**config.mk**
```make
export PLATFORM = sky130hd
export DESIGN_NAME = cht_ctrl
export DESIGN_NICKNAME = d
export VERILOG_FILES = /design/src/hw/rtl/cht_pkg.sv /design/src/hw/rtl/cht_ctrl.sv
export SDC_FILE = /design/constraint.sdc
export NUM_CORES = 1
export LEC_CHECK = 0
export BUFFER_PORTS_ARGS = -buffer_cell sky130_fd_sc_hd__clkbuf_2
export CAP_MARGIN = 30
export CORE_AREA = 2 2 39 41
export DETAILED_ROUTE_END_ITERATION = 7
export DIE_AREA = 0 0 41 43
export GPL_TIMING_DRIVEN = 0
export HOLD_SLACK_MARGIN = 0.1
export PLACE_DENSITY = 0.68
export SYNTH_ARGS = -nofsm -noshare
export SYNTH_HDL_FRONTEND = slang
export SYNTH_SLANG_ARGS = --single-unit
```
**constraint.sdc**
```tcl
create_clock -name clock -period 1.7 [get_ports clock]
set_input_delay 0.085 -clock clock [delete_from_list [all_inputs] [get_ports clock]]
set_output_delay 0.085 -clock clock [all_outputs]
set_load 0.03 [all_outputs]
```
**src/hw/rtl/cht_pkg.sv**
```systemverilog
`timescale 1ns / 1ps
// ----------------------------------------------------------------------------
// cht_pkg: shared types and constants of the chained hash table
// Commands, controller states and the command/status bundles between the
// controller and the datapath.
// ----------------------------------------------------------------------------
package cht_pkg;

   localparam int unsigned BUCKETS_DEF = 256;
   localparam int unsigned POOL_DEF    = 64;
   localparam int unsigned KEY_W       = 32;
   localparam int unsigned VAL_W       = 32;
   localparam int unsigned BCFG_W      = 9;
   localparam int unsigned CNT_W       = 7;

   localparam logic [1:0] CMD_GET    = 2'd0;
   localparam logic [1:0] CMD_PUT    = 2'd1;
   localparam logic [1:0] CMD_REMOVE = 2'd2;

   typedef enum logic [3:0] {
      ST_CLEAR,
      ST_IDLE,
      ST_MOD,
      ST_HEAD,
      ST_HEAD_WAIT,
      ST_WALK,
      ST_WALK_WAIT,
      ST_FREE,
      ST_UPDATE,
      ST_DONE
   } state_type;

   // controller -> datapath
   typedef struct packed {
      logic clear_start;  // begin clearing pass
      logic load;         // capture request
      logic mod_start;    // start bucket reduction
      logic head_read;    // issue head memory read
      logic head_take;    // latch head pointer as current
      logic entry_read;   // issue entry read of current slot
      logic entry_check;  // compare fetched entry, advance
      logic free_start;   // start free slot search
      logic commit;       // apply the update
      logic respond;      // drive the response
   } ctl_type;

   // datapath -> controller
   typedef struct packed {
      logic clear_done;
      logic mod_done;
      logic cur_null;     // current pointer is null or walk bound reached
      logic hit;          // compare matched
      logic free_done;
      logic cmd_valid;
   } sts_type;

endpackage

```
**src/hw/rtl/cht_ctrl.sv**
```systemverilog
`timescale 1ns / 1ps
// ----------------------------------------------------------------------------
// cht_ctrl: controller of the chained hash table
// Sequences clear, bucket reduction, chain walk, free search and update.
// ----------------------------------------------------------------------------
module cht_ctrl (
   input  logic             clock,
   input  logic             reset,
   input  logic             start,
   input  logic             csr_write,
   input  cht_pkg::sts_type sts,
   output cht_pkg::ctl_type ctl,
   output logic             busy
);
   import cht_pkg::*;

   state_type state_ff, state_in;

   // hold state
   always_ff @(posedge clock) begin
      if (reset) begin
         state_ff <= ST_CLEAR;
      end else begin
         state_ff <= state_in;
      end
   end

   // next state and commands; a configuration write holds off the request
   always_comb begin
      state_in = state_ff;
      ctl      = '0;
      busy     = (state_ff != ST_IDLE) || csr_write;
      case (state_ff)
         ST_CLEAR: begin
            if (sts.clear_done) begin
               state_in = ST_IDLE;
            end
         end
         ST_IDLE: begin
            if (csr_write) begin
               ctl.clear_start = 1'b1;
               state_in        = ST_CLEAR;
            end else if (start) begin
               ctl.load  = 1'b1;
               state_in  = ST_MOD;
            end
         end
         ST_MOD: begin
            if (!sts.cmd_valid) begin
               state_in = ST_DONE;
            end else if (sts.mod_done) begin
               ctl.head_read = 1'b1;
               state_in      = ST_HEAD;
            end
         end
         ST_HEAD: begin
            state_in = ST_HEAD_WAIT;
         end
         ST_HEAD_WAIT: begin
            ctl.head_take = 1'b1;
            state_in      = ST_WALK;
         end
         ST_WALK: begin
            if (sts.cur_null) begin
               ctl.free_start = 1'b1;
               state_in       = ST_FREE;
            end else begin
               ctl.entry_read = 1'b1;
               state_in       = ST_WALK_WAIT;
            end
         end
         ST_WALK_WAIT: begin
            ctl.entry_check = 1'b1;
            state_in        = sts.hit ? ST_UPDATE : ST_WALK;
         end
         ST_FREE: begin
            if (sts.free_done) begin
               state_in = ST_UPDATE;
            end
         end
         ST_UPDATE: begin
            ctl.commit = 1'b1;
            state_in   = ST_DONE;
         end
         ST_DONE: begin
            ctl.respond = 1'b1;
            state_in    = ST_IDLE;
         end
         default: begin
            state_in = ST_IDLE;
         end
      endcase
   end

endmodule

```
# After elaboration in Yosys (flattened, before gate mapping)
# Cells that the tools add are included.
totals:
  ff_bits: 4
  in_bits: 10
op_classes:
  reduce_logical: 3
  eq_ne: 14
  muxes: 24
ops:
  columns: ["cell", "n"]
  rows:
  - ["$pmux W4 S9", 1]
  - ["$mux W4", 7]
  - ["$eq A4 B3 Y1 const B", 4]
  - ["$mux W1", 15]
  - ["$eq A4 B2 Y1 const B", 2]
  - ["$eq A4 B4 Y1 const B", 2]
  - ["$ne A3 B3 Y1 const B", 2]
  - ["$eq A4 B1 Y1 const B", 1]
  - ["$logic_not A4 Y1", 1]
  - ["$ne A2 B2 Y1 const B", 2]
  - ["$ne A4 B1 Y1 const B", 1]
  - ["$reduce_and A4 Y1", 1]
  - ["$mux W2", 1]
  - ["$logic_or A1 B1 Y1", 1]

# Logic depth before layout (Yosys ltp)
# Gate-level depths: netlist (run 1).
logic_depth:
  ltp_word: 3
  mapped_depth: 6

# Least setup slack after synthesis (run 1)
# No wires, ideal clock.
synth_timing:
  path_type: "reg-to-reg"
  startpoint: "reg state_ff[1]"
  endpoint: "reg state_ff[3]"
  period_less_slack_ps: 1914
  path_stages_with_launch: 5
  path_slack_ps: -214
  arrival_time_ps: 1834
  path_cell_list: "dfxtp_1 -> clkbuf_1 -> nor4b_1 -> a21oi_1 -> nor3_1"
synth_via:
  elab_chain_len: 3
  elab_cells_between_ends: 15
  classes_between: "eq/ne (12); mux (1); reduce/logical (2)"
synth_lines:
  columns: ["item", "line_no", "source"]
  rows:
  - ["start, declared", "cht_ctrl.sv:17", "state_type state_ff, state_in;"]
  - ["start signal, assigned", "cht_ctrl.sv:24", "state_ff <= state_in;"]
  - ["$eq A4 B2 Y1, or another cell as far along", "cht_ctrl.sv:33", "case (state_ff)"]
  - ["$ne A3 B3 Y1 (no source line) or $ne A2 B2 Y1 (tied branches)", null, null]
  - ["$reduce_and A4 Y1 (no source line)", null, null]
# Several ways; a longest one is shown, not always the timed one.
# A chain may end at the register's enable or synchronous reset.

==> results.sh, run 1 <==
export IMPL_cts_buffers=3
export IMPL_clkLatencyLatePin_ps=230
export IMPL_drc=0
export IMPL_cpMaxStageDelayCell="or4b_4"
export IMPL_drv_cap=0
export IMPL_leakage_nw=0.312
export IMPL_finish_utilization=0.446
export IMPL_synth_area_leaders="dfxtp_1, o221ai_4, mux2i_1"
export IMPL_syn_area_um2=423
export IMPL_clock_skew_ps=5.48
export IMPL_avgSynthCellArea_um2=7.83
export IMPL_coreArea_mm2=0.00138
export IMPL_ant_nets=0
export IMPL_synth_top_area_frac=0.189
export IMPL_dr_pass1_iters=2
export IMPL_die_h_um=43
export IMPL_ir_drop_mv=0.512
export IMPL_final_common_cell="clkbuf_2"
export IMPL_cp_arrival_ps=1560
export IMPL_viasPerCell=5.08
export IMPL_die_area_mm2=0.00176
export IMPL_drive_gt1_frac=0.443
export IMPL_drt_initial_drc_count=6
export IMPL_r2r_cells=5
export IMPL_endpoint="ctl[8]"
export IMPL_syn_nets=64
export IMPL_row_count=14
export IMPL_crit_type="register to output port"
export IMPL_wl_per_cell_um=11.1
export IMPL_n_antenna_cell=0
export IMPL_synth_cells=54
export IMPL_top_register="state_ff"
export IMPL_cts_sinks=4
export IMPL_regToRegSetupSlack_ps=80
export IMPL_fillers=143
export IMPL_worstPathMaxFanout=3
export IMPL_hold_path_class="primary input to register"
export IMPL_finalCritPeriodShare=0.965
export IMPL_period_minus_slack_ps=1640
export IMPL_outcome="finished clean"
export IMPL_layout_common_cells="clkbuf_2, nand2_1, inv_1"
export IMPL_io_pins=21
export IMPL_routabilityCongestion=0.776
export IMPL_reg2reg_to="state_ff[1]$_SDFFE_PP0P_"
export IMPL_yosys_warnings=0
export IMPL_cts_tree="yes"
export IMPL_clk_path_buf_depth=2
export IMPL_track_usage=0.137
export IMPL_fin_nets=91
export IMPL_reg_largest_list="state_ff (4)"
export IMPL_finalHoldViolCount=0
export IMPL_grt_max_degree=11
export IMPL_ys_types=34
export IMPL_io_buffers=19
export IMPL_crit_path_cell_trace="buf_6, or4b_4, nand2b_4, nor2_4, buf_6"
export IMPL_cts_root_buffer="clkbuf_4"
export IMPL_cts_max_level=1
export IMPL_antenna_found_initial=0
export IMPL_startpoint_type="register"
export IMPL_route_vias_total=483
export IMPL_initial_core_util=0.306
export IMPL_dpl_hpwl_um=754
export IMPL_r2r_start="state_ff[2]$_SDFFE_PP0P_"
export IMPL_yosysSeqAreaShare=0.189
export IMPL_fp_dieW_um=41
export IMPL_end_kind="output port"
export IMPL_startpoint="state_ff[2]$_SDFFE_PP0P_"
export IMPL_slew_viol_final=0
export IMPL_path_clk_slew_ps=40
export IMPL_grt_overflow_total=0
export IMPL_yosysTopAreaCell="dfxtp_1"
export IMPL_wl_um=1050
export IMPL_max_stage_delay_ps=520
export IMPL_power_density_mw_per_mm2=1160
export IMPL_max_freq_mhz=609
export IMPL_largest_reg_flops=4
export IMPL_cp_data_required_time_ps=1620
export IMPL_setup_violations_final=0
export IMPL_syn_to_final_growth_pct=45.9
export IMPL_grt_pass1_wl_um=1600
export IMPL_cpMostUsedCell="buf_6"
export IMPL_grt_pass1_vias=409
export IMPL_whs_ps=266
export IMPL_synth_ff_latch_count=4
## synth_stat cells
cell type	number
nor3_1	1
inv_1	5
a21o_1	1
a21oi_1	2
buf_6	1
conb_1	1
o211a_1	1
nor4b_1	1
nor2b_1	1
o211ai_1	1
or4b_4	1
buf_2	1
a22oi_1	1
a31o_1	1
clkbuf_1	3
nor4_1	2
a211o_1	1
nor4bb_1	1
o221ai_4	1
o31ai_1	1
nor3b_1	1
and3b_1	1
and4b_1	1
dfxtp_1	4
and3_1	1
nor2_1	4
buf_4	1
nand2b_4	1
mux2i_1	2
nand2_1	5
and4_1	1
nand3b_1	1
a41oi_1	1
o21ai_0	2
## per-layer routing
| layer | wire, um | GRT usage | vias to the layer above |
|---|---|---|---|
| met1 | 484 | 0.177 | 217 |
| met3 | 76 | 0.0785 | 0 |
| met5 | 0 | 0 | - |
| met4 | 0 | 0.0400 | 0 |
| li1 | - | - | 248 |
| met2 | 489 | 0.188 | 18 |
## stage by stage
stage	cells	cell area (um^2)	total power (W)	setup TNS (ps)	setup WS (ps)
floorplan	54	435	0.000489	0	36.9
global placement	89	551	0.000564	0	72.7
detailed placement	89	551	0.000570	0	61.2
CTS	95	604	0.000715	0	0.396
global route	95	617	0.000780	-4.86	-4.86
finish	95	617	0.000715	0	59.2
## worst min-delay path by stage
| stage | cells after the start | slack (ps) | from | endpoint |
|---|---|---|---|---|
| final | 4 | 270 | sts[0] | state_ff[3]$_SDFFE_PP0P_ |
| after global routing | 4 | 290 | sts[0] | state_ff[3]$_SDFFE_PP0P_ |
| after CTS | 4 | 240 | sts[0] | state_ff[3]$_SDFFE_PP0P_ |
| after detailed placement | 2 | 320 | reset | state_ff[3]$_SDFFE_PP0P_ |
| after global placement | 2 | 320 | reset | state_ff[3]$_SDFFE_PP0P_ |
| after floorplan | 1 | 160 | reset | state_ff[3]$_SDFFE_PP0P_ |
## power by group
part	internal [W]	switching, W	leakage, nW
registers	0.000118	0.0000132	0.0331
logic	0.000208	0.000260	0.265
clock network	0.0000788	0.0000368	0.0138
total	0.000405	0.000310	0.312
## area by class of cell
class	count	area [um^2]	area share
Multi-Input combinational cell	39	309	0.501
Timing Repair Buffer	22	126	0.205
Sequential cell	4	81.3	0.132
Buffer	6	38.8	0.0629
Clock buffer	3	22.5	0.0365
Tap cell	16	20.0	0.0325
Inverter	5	18.8	0.0304
## repair_timing
| item | in CTS | in global routing |
|---|---|---|
| setup endpoints to repair | 1 | 5 |
| hold endpoints to repair | 1 | 0 |
| pin swaps | 0 | 1 |
| hold buffers | 1 | 0 |
| gates resized for setup | 3 | 7 |
| setup buffers | 2 | 0 |
## worst max-delay path, delay by kind of cell (launching register included)
family | cells | cell delay [ps]
and+or+nand+nor | 3 | 790
DFF | 1 | 300
buffers and inverters | 2 | 240
## kinds of logic (layout without fill, tap and decap cells)
| kind of cell | count (synthesis) | in the layout | share of synthesized area |
|---|---|---|---|
| and+or+nand+nor | 23 | 23 | 0.361 |
| AOI/OAI and AO/OA | 13 | 13 | 0.266 |
| buffers and inverters | 11 | 36 | 0.127 |
| DFF | 4 | 4 | 0.189 |
| muxes | 2 | 2 | 0.0473 |
| other | 1 | 1 | 0.00887 |
No activity file was read; power rests on OpenSTA's default activity.
==> run 2: changes to the inputs <==
==> constraint.sdc (replaced) <==
create_clock -name clock -period 1.7 [get_ports clock]
set_input_delay 0.51 -clock clock [delete_from_list [all_inputs] [get_ports clock]]
set_output_delay 0.51 -clock clock [all_outputs]
set_load 0.03 [all_outputs]
==> run 2 against run 1 <==
- clock skew increased by 1.4 ps
- non-clock buffer count increased by 7
- clock power about the same
- highest routed layer is now met4
- design area increased by 39%
- critical path depth decreased by 1
- die area unchanged
- register-to-register slack got worse by 60 ps
- the run now ends with negative setup slack left
- final cell count increased by 7.4%
- sequential power increased by 14%
- global-route usage increased by 1.6 points
- combinational power increased by 51%
- wire length increased by 39%
==> results.sh, run 2 (synthesis gave the netlist of run 1 again) <==
export IMPL_startpoint_type="register"
export IMPL_crit_path_cell_trace="or4b_4, nand2b_4, nor2_4, buf_8"
export IMPL_tns_ps=-1060
export IMPL_rsz0062_at_grt="true"
export IMPL_ant_nets=0
export IMPL_hold_path_class="primary input to register"
export IMPL_ctsHoldBuffers=0
export IMPL_wl_per_cell_um=14.3
export IMPL_finalCritPeriodShare=1.18
export IMPL_clkPwrFrac=0.119
export IMPL_layout_common_cells="clkbuf_2, buf_6, buf_4"
export IMPL_violations="negative setup slack"
export IMPL_drive_gt1_frac=0.628
export IMPL_viasPerCell=5.25
export IMPL_clkLatencyLatePin_ps=240
export IMPL_worstPathMaxFanout=3
export IMPL_syn_to_final_growth_pct=103
export IMPL_path_clk_slew_ps=40
export IMPL_cts_root_buffer="clkbuf_4"
export IMPL_regToRegSetupSlack_ps=20
export IMPL_p_seq_frac=0.152
export IMPL_whs_ps=493
export IMPL_max_freq_mhz=500
export IMPL_period_minus_slack_ps=2000
export IMPL_row_count=14
export IMPL_outcome="finished, violations left"
export IMPL_p_int_w=0.000579
export IMPL_top_register="state_ff"
export IMPL_crit_type="register to output port"
export IMPL_fin_nets=98
export IMPL_die_h_um=43
export IMPL_coreArea_mm2=0.00138
export IMPL_fp_dieW_um=41
export IMPL_slew_viol_final=0
export IMPL_drv_cap=0
export IMPL_cts_tree="yes"
export IMPL_drt_initial_drc_count=8
export IMPL_grt_pass1_wl_um=1810
export IMPL_ir_drop_mv=0.626
export IMPL_routabilityCongestion=0.779
export IMPL_io_buffers=19
export IMPL_drc=0
export IMPL_cts_max_level=1
export IMPL_die_area_mm2=0.00176
export IMPL_initial_core_util=0.306
export IMPL_worst_path_dominant_cell_family="simple AND/OR/NAND/NOR gates"
export IMPL_combPwrFrac=0.728
export IMPL_worst_path_buf_inv=1
export IMPL_n_antenna_cell=0
export IMPL_dpl_hpwl_um=769
export IMPL_io_pins=21
export IMPL_route_vias_total=535
export IMPL_cp_data_required_time_ps=1190
export IMPL_p_sw_w=0.000395
export IMPL_clock_skew_ps=6.87
export IMPL_grt_overflow_total=0
export IMPL_cpMaxStageDelayCell="or4b_4"
export IMPL_cp_arrival_ps=1490
export IMPL_reg_largest_list="state_ff (4)"
export IMPL_antenna_found_initial=0
export IMPL_cts_sinks=4
export IMPL_leakage_nw=0.395
export IMPL_end_kind="output port"
export IMPL_max_stage_delay_ps=530
export IMPL_clk_path_buf_depth=2
export IMPL_track_usage=0.153
export IMPL_power_density_mw_per_mm2=1130
export IMPL_largest_reg_flops=4
export IMPL_wl_um=1460
export IMPL_pre_cts_slack_ps=-191
export IMPL_cts_buffers=3
export IMPL_switching_share=0.405
export IMPL_dr_pass1_iters=4
export IMPL_grt_pass1_vias=445
export IMPL_finalHoldViolCount=0
export IMPL_fin_ws_ps=-301
export IMPL_setup_violations_final=10
export IMPL_grt_max_degree=11
-- run 2: cell count changes in the layout (fill, tap and decap cells not counted), moves of 2 or more --
cell	change
dfxtp_4	+2
buf_4	+4
clkbuf_2	-8
nor2_1	-2
buf_8	+3
clkbuf_1	-2
dfxtp_1	-3
clkbuf_16	+2
buf_6	+8
-- run 2: routing by layer --
metal / track usage / routed length [um] / vias up
met4: 0.0400 / 12 / 0
li1: - / - / 262
met3: 0.0785 / 123 / 2
met2: 0.234 / 804 / 27
met5: 0 / 0 / -
met1: 0.180 / 521 / 244
-- run 2: layout make-up --
type	count	area, um^2
buffer	4	42.5
clock buffer	3	22.5
fill	133	524
inverter	5	18.8
multi-input combinational	39	363
sequential	4	90.1
tap	16	20.0
timing repair buffer	31	303
-- run 2: metrics by stage --
step	utilization	power, W	std cells	area (um^2)
6_report	0.621	0.000974	102	860
5_1_grt	0.621	0.00104	102	860
4_1_cts	0.476	0.000789	95	659
3_5_place_dp	0.406	0.000588	89	562
3_3_place_gp	0.406	0.000581	89	562
2_1_floorplan	-	0.000504	54	447
-- run 2: timing repair --
item                                   in CTS  in global routing
cloned                                      0                  2
gates resized for setup                    21                 42
endpoints found under the hold margin       0                  0
setup buffers                               4                  6
pin swaps                                   1                  8
setup endpoints to repair                  10                 12
-- run 2: path summary, 6_finish.rpt --
| check | cells past startpoint | to | startpoint |
|---|---|---|---|
| hold / removal | 2 | state_ff[3]$_SDFFE_PP0P_ | reset |
| hold reg to reg | 3 | state_ff[1]$_SDFFE_PP0P_ | state_ff[0]$_SDFFE_PP0P_ |
| setup / recovery | 4 | ctl[8] | state_ff[1]$_SDFFE_PP0P_ |
| setup reg to reg | 5 | state_ff[1]$_SDFFE_PP0P_ | state_ff[1]$_SDFFE_PP0P_ |
-- run 2: power groups by stage --
stage	clock network, W	registers (W)	logic, W
2_1_floorplan	0	0.000129	0.000375
3_3_place_gp	0	0.000132	0.000449
3_5_place_dp	0	0.000132	0.000456
4_1_cts	0.000122	0.000142	0.000524
5_1_grt	0.000135	0.000152	0.000753
6_report	0.000116	0.000149	0.000709
